===== src/snm_pkg.sv =====
// Shared types and constants for the Sobel height-to-normal-map block.
// No dependencies; imported by every module of the block.
package snm_pkg;

  localparam int MAX_WIDTH = 2048;
  localparam int COL_W     = 11;
  localparam int ROW_W     = 12;
  localparam int SLOT_W    = 2;
  localparam int ADDR_W    = SLOT_W + COL_W;
  localparam int ROW_DEPTH = 3 * MAX_WIDTH;
  localparam int VEC_W     = 12;
  localparam int Q_DEPTH   = 4;
  localparam int Q_AW      = 2;

  // Configuration register indexes
  localparam logic [1:0] CFG_WIDTH  = 2'd0;
  localparam logic [1:0] CFG_HEIGHT = 2'd1;
  localparam logic [1:0] CFG_Z      = 2'd2;

  // Input item kinds
  localparam logic ACT_SAMPLE = 1'b0;
  localparam logic ACT_DRAIN  = 1'b1;

  // Gradient request passed from the front to the normalizer
  typedef struct packed {
    logic signed [VEC_W-1:0] vx;
    logic signed [VEC_W-1:0] vy;
    logic                    done;
  } pix_req_t;

  // Line-store position of one output pixel
  typedef struct packed {
    logic [SLOT_W-1:0] slot_t;
    logic [SLOT_W-1:0] slot_m;
    logic [SLOT_W-1:0] slot_b;
    logic [COL_W-1:0]  col;
    logic              done;
  } pix_pos_t;

  // Previous slot of the three-row circular store
  function automatic logic [SLOT_W-1:0] slot_dec(input logic [SLOT_W-1:0] s);
    slot_dec = (s == 2'd0) ? 2'd2 : s - 2'd1;
  endfunction

endpackage


===== src/snm_back.sv =====
// Back end: normalizes each gradient vector one result bit per cycle and
// maps the components to bytes into an output register. Uses snm_pkg.
module snm_back import snm_pkg::*; (
  input  logic        clk,
  input  logic        rst_n,
  input  logic [9:0]  z_eff,
  input  pix_req_t    q_dout,
  input  logic        q_empty,
  output logic        q_pop,
  output logic        out_tvalid,
  input  logic        out_tready,
  output logic [23:0] out_tdata,
  output logic        out_tlast
);

  typedef enum logic [4:0] {
    B_IDLE = 5'b00001,
    B_SQ   = 5'b00010,
    B_SUM  = 5'b00100,
    B_ITER = 5'b01000,
    B_OUT  = 5'b10000
  } bstate_t;

  bstate_t     state_r, state_nxt;
  logic [10:0] mag_r [0:2];
  logic [2:0]  neg_r;
  logic        done_r;
  logic [21:0] sq_r [0:2];
  logic [59:0] p_r [0:2];
  logic [59:0] rr_r [0:2];
  logic [16:0] q_r [0:2];
  logic [55:0] s2b_r;
  logic [16:0] bit_r;
  logic [4:0]  cnt_r;
  logic        out_valid_r;
  logic [23:0] out_data_r;
  logic        out_last_r;

  logic        out_load;
  logic [23:0] s_sum;
  logic [59:0] p_try [0:2];
  logic        take [0:2];
  logic [17:0] biased [0:2];
  logic [25:0] scaled [0:2];
  logic [7:0]  byte_v [0:2];

  assign out_tvalid = out_valid_r;
  assign out_tdata  = out_data_r;
  assign out_tlast  = out_last_r;
  assign q_pop      = (state_r == B_IDLE) && !q_empty;
  assign out_load   = (state_r == B_OUT) && (!out_valid_r || out_tready);
  assign s_sum      = {2'b0, sq_r[0]} + {2'b0, sq_r[1]} + {2'b0, sq_r[2]};

  // One trial bit per component: (q+b)^2*s against v^2 * 2^32
  always_comb begin
    for (int i = 0; i < 3; i++) begin
      p_try[i] = p_r[i] + rr_r[i] + {4'b0, s2b_r};
      take[i]  = (p_try[i] <= {6'b0, sq_r[i], 32'b0});
    end
  end

  // Map Q1.16 components to bytes
  always_comb begin
    for (int i = 0; i < 3; i++) begin
      biased[i] = neg_r[i] ? 18'd65536 - {1'b0, q_r[i]}
                           : 18'd65536 + {1'b0, q_r[i]};
      scaled[i] = {biased[i], 8'b0} - {8'b0, biased[i]};
      byte_v[i] = scaled[i][24:17];
    end
  end

  always_comb begin
    state_nxt = state_r;
    unique case (state_r)
      B_IDLE: if (!q_empty) state_nxt = B_SQ;
      B_SQ:   state_nxt = B_SUM;
      B_SUM:  state_nxt = B_ITER;
      B_ITER: if (cnt_r == 5'd16) state_nxt = B_OUT;
      B_OUT:  if (out_load) state_nxt = B_IDLE;
      default: state_nxt = B_IDLE;
    endcase
  end

  // Datapath registers
  always_ff @(posedge clk) begin
    unique case (state_r)
      B_IDLE: begin
        neg_r[0] <= q_dout.vx[VEC_W-1];
        neg_r[1] <= q_dout.vy[VEC_W-1];
        neg_r[2] <= 1'b0;
        mag_r[0] <= q_dout.vx[VEC_W-1] ? 11'(~q_dout.vx + 12'd1) : q_dout.vx[10:0];
        mag_r[1] <= q_dout.vy[VEC_W-1] ? 11'(~q_dout.vy + 12'd1) : q_dout.vy[10:0];
        mag_r[2] <= {1'b0, z_eff};
        done_r   <= q_dout.done;
      end
      B_SQ: begin
        for (int i = 0; i < 3; i++) sq_r[i] <= 22'(mag_r[i]) * 22'(mag_r[i]);
      end
      B_SUM: begin
        for (int i = 0; i < 3; i++) begin
          p_r[i]  <= '0;
          rr_r[i] <= '0;
          q_r[i]  <= '0;
        end
        s2b_r <= {s_sum, 32'b0};
        bit_r <= 17'h10000;
        cnt_r <= '0;
      end
      B_ITER: begin
        for (int i = 0; i < 3; i++) begin
          if (take[i]) begin
            p_r[i]  <= p_try[i];
            q_r[i]  <= q_r[i] | bit_r;
            rr_r[i] <= (rr_r[i] >> 1) + {4'b0, s2b_r};
          end else begin
            rr_r[i] <= rr_r[i] >> 1;
          end
        end
        s2b_r <= s2b_r >> 2;
        bit_r <= bit_r >> 1;
        cnt_r <= cnt_r + 5'd1;
      end
      B_OUT: begin
      end
      default: begin
      end
    endcase
  end

  // Output register
  always_ff @(posedge clk) begin
    if (out_load) begin
      out_data_r <= {byte_v[2], byte_v[1], byte_v[0]};
      out_last_r <= done_r;
    end
  end

  always_ff @(posedge clk) begin
    if (!rst_n) begin
      state_r     <= B_IDLE;
      out_valid_r <= 1'b0;
    end else begin
      state_r <= state_nxt;
      if (out_load) begin
        out_valid_r <= 1'b1;
      end else if (out_tready) begin
        out_valid_r <= 1'b0;
      end
    end
  end

endmodule

===== config.mk =====
export PLATFORM = sky130hd
export DESIGN_NAME = snm_back
export DESIGN_NICKNAME = d
export VERILOG_FILES = /design/src/snm_pkg.sv /design/src/snm_back.sv
export SDC_FILE = /design/constraint.sdc
export NUM_CORES = 2
export LEC_CHECK = 0
export ABC_AREA = 0
export BUFFER_PORTS_ARGS = -buffer_cell sky130_fd_sc_hd__buf_2
export CORE_MARGIN = 4
export CORE_UTILIZATION = 35
export DETAILED_ROUTE_END_ITERATION = 7
export REMOVE_ABC_BUFFERS = 1
export SLEW_MARGIN = 20
export SYNTH_ARGS = -nofsm -noshare
export SYNTH_HDL_FRONTEND = slang
export SYNTH_SLANG_ARGS = --single-unit

===== constraint.sdc =====
create_clock -name clk -period 15.4 [get_ports clk]
set_input_delay 3.08 -clock clk [delete_from_list [all_inputs] [get_ports clk]]
set_output_delay 3.08 -clock clk [all_outputs]
set_load 0.01 [all_outputs]

==> results.md <==
- H-tree Lvls: 3
- Slew Viols, Final: 0
- CP max-delay cell: nor3b_1
- Remaining global-route overflow: 0
- HP Class: reg -> reg
- PortBufs: between 60 and 70
- Root Driver: clkbuf_16
- Largest net degree at the start of global routing: between 70 and 80
- DRT antenna net count: 0
- Post-layout net count: roughly 7400
- Unique masters post-synth: 92
- Final period util: ~74%
- GRT busiest layer: met2
- Drt initial violations: 3826
- Drc violations: 0
- Synth top area share: between 20% and 30%
- Count leader, synth: ha_1
- Total CTS buffers: between 70 and 80
- Final setup viols: 0
- Clock skew: ~37 ps
- Dominant synthesized flop cell: edfxtp_1
- Area grow syn2layout: 8.78%
- GRT Util Overall: a little under a fifth
- F_max: around 90 MHz
- Worst setup SP type: flop
- Multiplexer share of the synthesized area: under 10%
- R2r setup slk: just over 4000 ps
- Post-Layout Cell Count: slightly below 9000
- Vias/cell: about 5.4
- Static leakage: approximately 0.031 uW
- Clk Latency, worst-skew pair: about 700 ps
- Clk sinks: roughly 600
- Avg Inst Size Synth: 9.58 sq um
- DIE AREA: about 0.18 sq mm
- Slowest stage delay, CP: between 800 and 900 ps
- Crit path capture type: flop
- IO Pins: 66
- Crit-path max FO: 72
- Post-Synth Adder-Cell Area: between 20% and 30%
- Final Hold Viols: 0
- Area of the mapped netlist: 0.0612 sq mm
- Chip width: ~430 um
- P per Cell Area: ~250 mW/mm^2
- Antenna violations before repair: 3
- Sequential fraction of the synthesis area: between 30% and 40%
- Setup Buffers After CTS: 0
- Dpl hpwl: 129000 um
- Post-CTS sizing: 0
- Via count: roughly 47000
- Largest family of logic cells by synthesized area: adder cells
- Fraction of layout cells with a size suffix above 1: 4.92%
- Area leader, netlist: edfxtp_1
- Vias in the first global route: between 40000 and 50000
- Wire per inst: about 19 um
- Outcome: complete, no violations
- Most frequent cells after synthesis: 628 x ha_1, 611 x edfxtp_1, 577 x nor2_1, 506 x inv_1, 485 x a21oi_1
- Final core utilization: between 30% and 40%
- Router iterations before antenna repair: 6
- Hold buffers post-CTS: 0
- Compound-cell area share of the yosys netlist: between 10% and 20%
- Clock-pin slew on the worst setup and hold paths: approximately 60 ps
- Max-Cap Viols: 0
- Syn Inst Count: about 6400
- Seq cells post-synth: ~600
- Routing usage on met3: 2.36%
- Fillcell total: about 17000
- Global Route met1 Usage: about 25%
- Antenna cells: 0
- Synth warnings: 0
- Slew HR: about 23%
- Die height: approximately 430 um
- Crit path DAT: approximately 12000 ps
- Simple-gate share of the synthesized area: ~16%
- Period minus WS final: 11320 ps
- Post-Synth XOR/XNOR Area: roughly 6.3%
- EDFF count, synth: around 610
- First-pass GRT wire length: 263000 um
- Total routed wirelength: around 170000 um
- Synth area leaders: edfxtp_1 30%, ha_1 13%, fa_1 12%
- Tightest Pin Transition: between 1000 and 1500 ps
- Setup Crit Path Kind: reg -> reg
- Grt met2 use: between 20 and 30%
- CORE AREA: 0.174 sq mm
- Placed instance count: between 8000 and 9000
- RSZ-0062 raised after global routing: no
- Final GP Congestion: about 0.91
- CTS tree: done
- Rows: 153
- Initial Util: between 30% and 40%
- Async S/R FF share, synth: 0%
- Max IR drop VDD: 582 uV
- CP Data Required Time: approximately 16000 ps
- Max clock buf depth: 3
==> state kept, by name (all words and copies together) (netlist names) <==
register    cells
bit_r          17
cnt_r           5
done_r          1
mag_r          32
neg_r           2
out_tdata      24
out_tlast       1
out_tvalid      1
p_r           180
q_r            51
rr_r          180
s2b_r          56
sq_r           63
state_r         5
==> critical path, delay by kind of cell, from the launching register on <==
family / cells / cell delay (ps)
flip-flops: 1 / 600
AND/OR/NAND/NOR: 12 / 4650
adder cells (fa/ha/maj): 4 / 1560
AO/OA/AOI/OAI: 11 / 3050
buffers and inverters: 3 / 1040
XOR/XNOR: 1 / 160
==> through the flow <==
stage / setup WS (ps) / setup TNS, ps / instance area, sq um / hold slack [ps] / total power (uW)
after floorplan: -95.8 / -7380 / 60300 / 400 / 12700
after global placement: 4450 / 0 / 64100 / 420 / 14700
after global routing: 3600 / 0 / 66600 / 448 / 18900
after detailed placement: 4320 / 0 / 64100 / 426 / 14900
after CTS: 4240 / 0 / 66600 / 439 / 16900
final: 4080 / 0 / 66600 / 436 / 16700
==> where the power goes <==
part	internal (uW)	total (uW)	switching (uW)
Clock	1090	1890	797
Combinational	5390	11800	6410
Sequential	2770	3050	281
Total	9250	16700	7490
==> cells in the final DEF, fill, tap and decap left out, drive strengths merged, types with 12 or more instances in the layout <==
master,Yosys,routed
o31ai,36,36
or4,18,18
a21boi,12,12
xor2,144,144
o211ai,42,42
o21ai,267,267
a21o,243,243
nand2,458,458
clkbuf,169,95
a31oi,53,53
nor3b,13,13
a21oi,485,485
a31o,14,14
and3,131,131
edfxtp,611,611
nor2,577,577
nand4,87,87
nand3,119,119
and2,161,161
nor2b,81,81
xnor2,297,297
and4,18,18
clkinv,0,25
nor4,28,28
a2111oi,15,15
o21a,56,56
ha,628,628
inv,506,509
buf,47,125
o21bai,69,69
a211o,22,22
a41oi,12,12
or3,30,30
nand2b,61,61
nand3b,16,16
nor3,109,109
fa,372,372
or2,19,19
mux2i,123,123
a211oi,51,51
==> final timing paths <==
kind | startpoint | endpoint | cells after the start
min reg2reg | done_r$_DFFE_PP_ | out_tlast$_DFFE_PP_ | 0
max | s2b_r[1]$_SDFFCE_PN0N_ | p_r[0][24]$_SDFFCE_PN0P_ | 31
min | done_r$_DFFE_PP_ | out_tlast$_DFFE_PP_ | 0
max reg2reg | s2b_r[1]$_SDFFCE_PN0N_ | p_r[0][24]$_SDFFCE_PN0P_ | 31
==> routing by layer <==
layer | part of all wire, % | vias to the layer above
met5 | 0 | -
met4 | 2.8 | 0
met3 | 4.9 | 198
met2 | 45 | 1100
met1 | 47 | 22900
li1 | - | 22900
==> cells by family (layout without fill, tap and decap cells) <==
| kind of cell | after synthesis | after routing |
|---|---|---|
| buffers and inverters | 722 | 772 |
| and+or+nand+nor | 1954 | 1954 |
| muxes | 128 | 128 |
| other | 1 | 3 |
| adders and majority gates | 1000 | 1000 |
| AOI/OAI and AO/OA | 1526 | 1526 |
| DFF | 618 | 618 |
| xor gates and xnor gates | 441 | 441 |
==> layout make-up <==
class,count,area [sq um],share of cell area (%)
repair buffers,125,776,1.16
multi-input cells,5052,40000,60.0
clock inverters,46,500,0.751
inverters,506,1910,2.86
clock buffers,95,2040,3.06
well taps,2325,2910,4.37
flip-flops and latches,618,18500,27.8
Note: power is estimated with default switching activity, not from simulation.
