[config.mk]
export PLATFORM = sky130hd
export DESIGN_NAME = snm_fifo
export DESIGN_NICKNAME = d
export VERILOG_FILES = /design/src/snm_pkg.sv /design/src/snm_fifo.sv
export SDC_FILE = /design/constraint.sdc
export NUM_CORES = 1
export LEC_CHECK = 0
export ABC_AREA = 0
export BUFFER_PORTS_ARGS = -buffer_cell sky130_fd_sc_hd__buf_4
export CORE_MARGIN = 2
export CORE_UTILIZATION = 56
export CTS_CLUSTER_SIZE = 24
export DETAILED_ROUTE_END_ITERATION = 16
export GPL_TIMING_DRIVEN = 1
export PLACE_DENSITY_LB_ADDON = 0.25
export SLEW_MARGIN = 20
export SYNTH_ARGS = -nofsm -noshare
export SYNTH_HDL_FRONTEND = slang
export SYNTH_SLANG_ARGS = --single-unit
[constraint.sdc]
create_clock -name clk -period 1.9 [get_ports clk]
set_input_delay 0.475 -clock clk [delete_from_list [all_inputs] [get_ports clk]]
set_output_delay 0.475 -clock clk [all_outputs]
set_load 0.01 [all_outputs]
[src/snm_pkg.sv]
// Shared types and constants for the Sobel height-to-normal-map block.
// No dependencies; imported by every module of the block.
package snm_pkg;

  localparam int MAX_WIDTH = 2048;
  localparam int COL_W     = 11;
  localparam int ROW_W     = 12;
  localparam int SLOT_W    = 2;
  localparam int ADDR_W    = SLOT_W + COL_W;
  localparam int ROW_DEPTH = 3 * MAX_WIDTH;
  localparam int VEC_W     = 12;
  localparam int Q_DEPTH   = 4;
  localparam int Q_AW      = 2;

  // Configuration register indexes
  localparam logic [1:0] CFG_WIDTH  = 2'd0;
  localparam logic [1:0] CFG_HEIGHT = 2'd1;
  localparam logic [1:0] CFG_Z      = 2'd2;

  // Input item kinds
  localparam logic ACT_SAMPLE = 1'b0;
  localparam logic ACT_DRAIN  = 1'b1;

  // Gradient request passed from the front to the normalizer
  typedef struct packed {
    logic signed [VEC_W-1:0] vx;
    logic signed [VEC_W-1:0] vy;
    logic                    done;
  } pix_req_t;

  // Line-store position of one output pixel
  typedef struct packed {
    logic [SLOT_W-1:0] slot_t;
    logic [SLOT_W-1:0] slot_m;
    logic [SLOT_W-1:0] slot_b;
    logic [COL_W-1:0]  col;
    logic              done;
  } pix_pos_t;

  // Previous slot of the three-row circular store
  function automatic logic [SLOT_W-1:0] slot_dec(input logic [SLOT_W-1:0] s);
    slot_dec = (s == 2'd0) ? 2'd2 : s - 2'd1;
  endfunction

endpackage

[src/snm_fifo.sv]
// Short request queue between the window front end and the normalizer.
// Uses snm_pkg for the request type and depth.
module snm_fifo import snm_pkg::*; (
  input  logic     clk,
  input  logic     rst_n,
  input  logic     push,
  input  pix_req_t din,
  output logic     full,
  input  logic     pop,
  output pix_req_t dout,
  output logic     empty
);

  pix_req_t          buf_r [0:Q_DEPTH-1];
  logic [Q_AW-1:0]   wp_r, rp_r;
  logic [Q_AW:0]     cnt_r;

  assign full  = (cnt_r == (Q_AW+1)'(Q_DEPTH));
  assign empty = (cnt_r == '0);
  assign dout  = buf_r[rp_r];

  // Store the request
  always_ff @(posedge clk) begin
    if (push) begin
      buf_r[wp_r] <= din;
    end
  end

  // Advance pointers and count
  always_ff @(posedge clk) begin
    if (!rst_n) begin
      wp_r  <= '0;
      rp_r  <= '0;
      cnt_r <= '0;
    end else begin
      if (push) wp_r <= wp_r + Q_AW'(1);
      if (pop)  rp_r <= rp_r + Q_AW'(1);
      cnt_r <= cnt_r + (Q_AW+1)'(push) - (Q_AW+1)'(pop);
    end
  end

endmodule

==> flow_metrics.env, run 1 <==
export IMPL_tritoncts_num_sinks=109
export IMPL_layout_common_cells="100 x edfxtp_1, 40 x buf_4, 23 x mux4_2, 23 x buf_6, 9 x clkbuf_8"
export IMPL_grt_busiest_layer="met2"
export IMPL_worst_slew_pin_slew_ns=0.3508
export IMPL_post_synth_instance_area_mm2=0.004094
export IMPL_synth_edf_count=100
export IMPL_die_w_um=89.50
export IMPL_worst_hold_path_type="in -> reg"
export IMPL_critical_path_capture_point_type="output port"
export IMPL_data_arrival_time_of_the_worst_path_ns=1.59
export IMPL_dr_pass1_iters=4
export IMPL_cts_setup_buffers=0
export IMPL_finalCriticalPeriod_ns=2.068
export IMPL_slew_headroom_pct=76.61
export IMPL_timing_setup_critical_path_class="reg -> out"
export IMPL_buffer_ports_inserted=55
export IMPL_ys_seq_elements=109
export IMPL_worst_r2r_setup_slack_ns=0.31
export IMPL_setup_repair_after_global_routing_missed_its_margin="true"
export IMPL_floorplan_core_area_mm2=0.007176
export IMPL_async_flop_share_pct=0
export IMPL_die_y_um=89.50
export IMPL_core_rowCount=31
export IMPL_antenna_found_initial=0
export IMPL_placement_setup_worst_slack_ns=0.05851
export IMPL_gp_routability_congestion=0.7092
export IMPL_drive_above_1_share_pct=42.86
export IMPL_violations="negative setup slack"
export IMPL_yosysUniqueCellTypes=21
export IMPL_global_route_overflow_total=0
export IMPL_route_detailed_drc=0
export IMPL_wire_length_of_the_first_global_routing_pass_mm=9.929
export IMPL_critical_path_max_fanout=10
export IMPL_layout_setup_ws_ns=-0.1681
export IMPL_yosys_warnings=0
export IMPL_total_wire_length_mm=6.434
export IMPL_cts_buffers=9
export IMPL_hold_slack_ns=0.3137
export IMPL_num_antenna_cells=0
export IMPL_run_status="complete, but fails checks"
export IMPL_clock_latency_late_sink_ns=0.36
export IMPL_design_die_area_mm2=0.008010
export IMPL_hold_violations=0
export IMPL_syn2layout_area_growth_pct=22.13
export IMPL_clock_tree_buffer_depth=2
export IMPL_cts_repair_resize_count=25
export IMPL_met2_usage_pct=29.29
export IMPL_cts_hold_buf=0
export IMPL_setup_viol=25
export IMPL_use_met1_pct=22.84
export IMPL_critPathLaunchType="flip-flop"
export IMPL_start_util_pct=57.05
export IMPL_gr_usage_met3_pct=4.709
export IMPL_ir_drop_mv=0.4750
export IMPL_wire_per_inst_um=18.33
export IMPL_worst_ep_required_time_ns=1.42
export IMPL_synth_top_flop_cell="edfxtp_1"
export IMPL_post_route_period_util_pct=108.8
export IMPL_cellPowerDensity_mw_per_mm2=974.0
export IMPL_max_cap_violations=0
export IMPL_boundaryPins=56
export IMPL_cts_root_buf="clkbuf_8"
export IMPL_achievable_frequency_mhz=483.5
export IMPL_grt_max_degree=26
export IMPL_antenna_left=0
export IMPL_first_drt_iteration_drcs=196
export IMPL_dpl_hpwl_mm=4.304
export IMPL_total_leakage_power_uw=0.001754
export IMPL_utilization_pct=69.68
export IMPL_finalMaxSlewViolations=0
export IMPL_ys_seq_area_share_pct=77.75
export IMPL_path_clk_slew_ns=0.10
export IMPL_grt_usage_pct=17.45
export IMPL_mostFrequentLayoutCell="edfxtp_1"
export IMPL_final_fill_count=435
export IMPL_fin_skew_ns=0.009666
export IMPL_cts_tree="built"
export IMPL_dr_total_vias=1866
export IMPL_per_instance_average_area_after_synthesis_um2=23.53
export IMPL_finish_net_count=283
export IMPL_first_global_vias=1958
export IMPL_syn_nets=210
export IMPL_htree_num_levels=3
export IMPL_vias_per_cell=5.316
export IMPL_synthesis_instances=174
## critical path, cell delays in order (launching register included)
cell and delay [ns]:
dfxtp_4 0.38, buf_12 0.15, mux4_1 0.55, buf_4 0.16
## sequential cells by signal, summed over array words and instances, names as in the netlist, named ones only
register,flops
wp_r,2
cnt_r,3
rp_r,2
buf_r,100
## kinds of logic (layout without fill, tap and decap cells)
kind of cell | after synthesis | count (layout) | share of synthesized area, %
AO/OA/AOI/OAI | 2 | 2 | 0.3666
flip-flops | 109 | 109 | 77.75
adder cells (fa/ha/maj) | 7 | 7 | 2.323
XOR/XNOR | 3 | 3 | 1.009
buffers and inverters | 13 | 91 | 2.262
AND/OR/NAND/NOR | 14 | 14 | 1.834
multiplexers | 26 | 26 | 14.46
## synthesized netlist by cell type, types with 2 or more instances
master / number / area, µm²
edfxtp_1: 100 / 3003
mux4_2: 20 / 450.4
dfxtp_1: 9 / 180.2
inv_1: 7 / 26.28
and2_1: 6 / 37.54
ha_1: 6 / 75.07
mux4_1: 5 / 131.4
nor2_1: 5 / 18.77
buf_12: 2 / 40.04
buf_2: 2 / 10.01
xnor2_1: 2 / 17.52
## worst paths after layout
| path | cells past startpoint | end | startpoint |
|---|---|---|---|
| setup / recovery | 3 | dout[21] | flip-flop |
| hold / removal | 1 | buf_r[0][15] | din[15] |
| setup reg to reg | 7 | cnt_r[2] | cnt_r[0] |
| hold reg to reg | 2 | flip-flop | rp_r[1] |
## per-stage QoR
stage	total power, µW	instances	area [µm²]	TNS, ns
2_1_floorplan	3216	174	4094	0
3_3_place_gp	3510	335	4726	0
3_5_place_dp	3531	335	4726	0
4_1_cts	4916	351	5000	-4.034
5_1_grt	5080	351	5000	-4.738
6_report	4870	351	5000	-3.389
## power breakdown
part           internal, µW  switching (µW)  leakage (µW)  total, µW
logic                   420             301      0.000663        722
registers              2750            45.2      0.000994       2800
clock network           615             737     0.0000976       1350
## metal layers
layer | routed length (µm) | share of wire [%]
met1 | 2761 | 43
met2 | 3353 | 52
met3 | 258 | 4.0
met4 | 61 | 0.95
met5 | 0 | 0
## cell type report
cell class	instances	area (µm²)	area share (%)
timing repair buffer	68	659.4	13.19
clock buffer	9	123.9	2.477
tap	99	123.9	2.477
clock inverter	7	72.57	1.451
inverter	7	26.28	0.5255
sequential	109	3187	63.74
multi-input combinational	52	807.0	16.14
Note: power is estimated with default switching activity, not from simulation.
==> inputs of run 2 (changes only) <==
--- a/config.mk
+++ b/config.mk
@@ -9,6 +9,7 @@
 export BUFFER_PORTS_ARGS = -buffer_cell sky130_fd_sc_hd__buf_4
 export CORE_MARGIN = 2
 export CORE_UTILIZATION = 56
+export CTS_BUF_LIST = sky130_fd_sc_hd__clkbuf_16
 export CTS_CLUSTER_SIZE = 24
 export DETAILED_ROUTE_END_ITERATION = 16
 export GPL_TIMING_DRIVEN = 1
==> run 2 against run 1 <==
Non-clock buffer count stayed put. Clock power is 36% higher. Sequential share of layout area is 1.2 points lower. Largest power group unchanged. Register-to-register slack hardly changed. Utilization is 1.4 points higher. Worst hold slack better by 0.021 ns. Global-route usage is 0.98 points higher. The run still ends with negative setup slack left. Final area is 2.0% higher. Power is 10% higher. Routed wire length is 3.2% higher. Critical endpoint is now dout[9]. Combinational power is 0.8% higher. Largest cell class unchanged.
==> flow_metrics.env, run 2 (synthesis gave the netlist of run 1 again) <==
export IMPL_cts_setup_buffers=0
export IMPL_critPathLaunchType="flip-flop"
export IMPL_mostFrequentLayoutCell="edfxtp_1"
export IMPL_die_y_um=89.50
export IMPL_rr_endpoint="cnt_r[2]"
export IMPL_ir_drop_mv=0.5067
export IMPL_post_route_period_util_pct=107.3
export IMPL_syn2layout_area_growth_pct=24.51
export IMPL_grt_usage_pct=18.43
export IMPL_finalCriticalPeriod_ns=2.039
export IMPL_first_global_vias=1998
export IMPL_setup_repair_after_global_routing_missed_its_margin="true"
export IMPL_holdPathEnd="buf_r[3][18]"
export IMPL_dpl_hpwl_mm=4.304
export IMPL_core_rowCount=31
export IMPL_drive_above_1_share_pct=43.65
export IMPL_worst_hold_path_type="in -> reg"
export IMPL_hold_violations=0
export IMPL_worst_r2r_setup_slack_ns=0.31
export IMPL_gp_routability_congestion=0.7092
export IMPL_critical_path_max_fanout=15
export IMPL_worst_slew_pin_slew_ns=0.3676
export IMPL_reg_largest_list="buf_r x100, cnt_r x3"
export IMPL_placement_setup_worst_slack_ns=0.05851
export IMPL_path_clk_slew_ns=0.07
export IMPL_total_wire_length_mm=6.638
export IMPL_layout_common_cells="100 x edfxtp_1, 39 x buf_4, 25 x mux4_2"
export IMPL_achievable_frequency_mhz=490.5
export IMPL_cts_tree="built"
export IMPL_finish_net_count=283
export IMPL_cts_buffers=9
export IMPL_total_leakage_power_uw=0.001794
export IMPL_min_delay_path_depth=1
export IMPL_finalMaxSlewViolations=0
export IMPL_route_detailed_drc=0
export IMPL_die_w_um=89.50
export IMPL_run_status="complete, but fails checks"
export IMPL_cts_root_buf="clkbuf_16"
export IMPL_total_power_uw=5356
export IMPL_utilization_pct=71.04
export IMPL_largest_register_ff_count=100
export IMPL_slew_headroom_pct=75.50
export IMPL_max_cap_violations=0
export IMPL_clock_latency_late_sink_ns=0.34
export IMPL_antenna_found_initial=0
export IMPL_rr_startpoint="cnt_r[0]"
export IMPL_floorplan_core_area_mm2=0.007176
export IMPL_clock_tree_buffer_depth=2
export IMPL_boundaryPins=56
export IMPL_critical_path_capture_point_type="output port"
export IMPL_setup_viol=25
export IMPL_buffer_ports_inserted=55
export IMPL_start_util_pct=57.05
export IMPL_dr_pass1_iters=6
export IMPL_grt_max_degree=26
export IMPL_vias_per_cell=5.385
export IMPL_layout_setup_ws_ns=-0.1385
export IMPL_first_drt_iteration_drcs=152
export IMPL_global_route_overflow_total=0
export IMPL_tritoncts_num_sinks=109
export IMPL_worst_ep_required_time_ns=1.42
export IMPL_timing_setup_critical_path_class="reg -> out"
export IMPL_wire_length_of_the_first_global_routing_pass_mm=10.31
export IMPL_htree_num_levels=3
export IMPL_cts_hold_buf=0
export IMPL_cellPowerDensity_mw_per_mm2=1051
export IMPL_num_antenna_cells=0
export IMPL_data_arrival_time_of_the_worst_path_ns=1.56
export IMPL_wire_per_inst_um=18.91
export IMPL_fin_skew_ns=0.005359
export IMPL_hold_path_startpoint="din[18]"
export IMPL_top_register="buf_r"
export IMPL_antenna_left=0
export IMPL_design_die_area_mm2=0.008010
export IMPL_dr_total_vias=1890
export IMPL_violations="negative setup slack"
export IMPL_worst_r2r_path_depth=7
[run 2: final cells by class]
class                      count  area [µm²]
clock buffer                   9       225.2
tap                           99       123.9
fill                         416        2078
clock inverter                 7       72.57
sequential                   109        3187
inverter                       7       26.28
timing repair buffer          68       663.1
multi-input combinational     52       799.5
[run 2: through the flow]
step | setup TNS (ns) | hold slack [ns] | area, µm² | cells
CTS | -3.409 | 0.3227 | 5101 | 351
detailed placement | 0 | 0.5372 | 4726 | 335
global placement | 0 | 0.5246 | 4726 | 335
global route | -3.971 | 0.3200 | 5097 | 351
finish | -2.647 | 0.3344 | 5097 | 351
floorplan | 0 | 0.4993 | 4094 | 174
[run 2: worst max-delay path by stage]
stage	start	endpoint	slack, ns	cells after the start
2_1_floorplan	pop	cnt_r[2]	0.27	6
3_3_place_gp	pop	cnt_r[2]	0.10	7
3_5_place_dp	pop	cnt_r[2]	0.06	7
4_1_cts	flip-flop	dout[0]	-0.17	3
5_1_grt	flip-flop	dout[9]	-0.19	3
6_report	flip-flop	dout[9]	-0.14	3
[run 2: repair_timing]
item                       in CTS  in global routing
resized for setup              23                  7
gates cloned                    0                  0
hold endpoints to repair        0                  0
setup endpoints to repair      25                 25
[run 2: worst max-delay path: stages (launching register included)]
cell and delay (ns):
dfxtp_4 0.37, buf_12 0.18, mux4_2 0.54, buf_6 0.14
[run 2: report_power, final]
part	total, µW	internal [µW]	switching [µW]
registers	2800	2750	47.0
clock network	1830	1030	800
logic	728	423	305
[run 2: metal layers]
layer | vias to the layer above | global-route usage, % | share of wire, %
met5 | - | 0 | 0
met4 | 0 | 6.513 | 1.1
met3 | 6 | 5.540 | 4.9
met2 | 59 | 30.57 | 53
met1 | 971 | 23.35 | 41
li1 | 854 | - | -
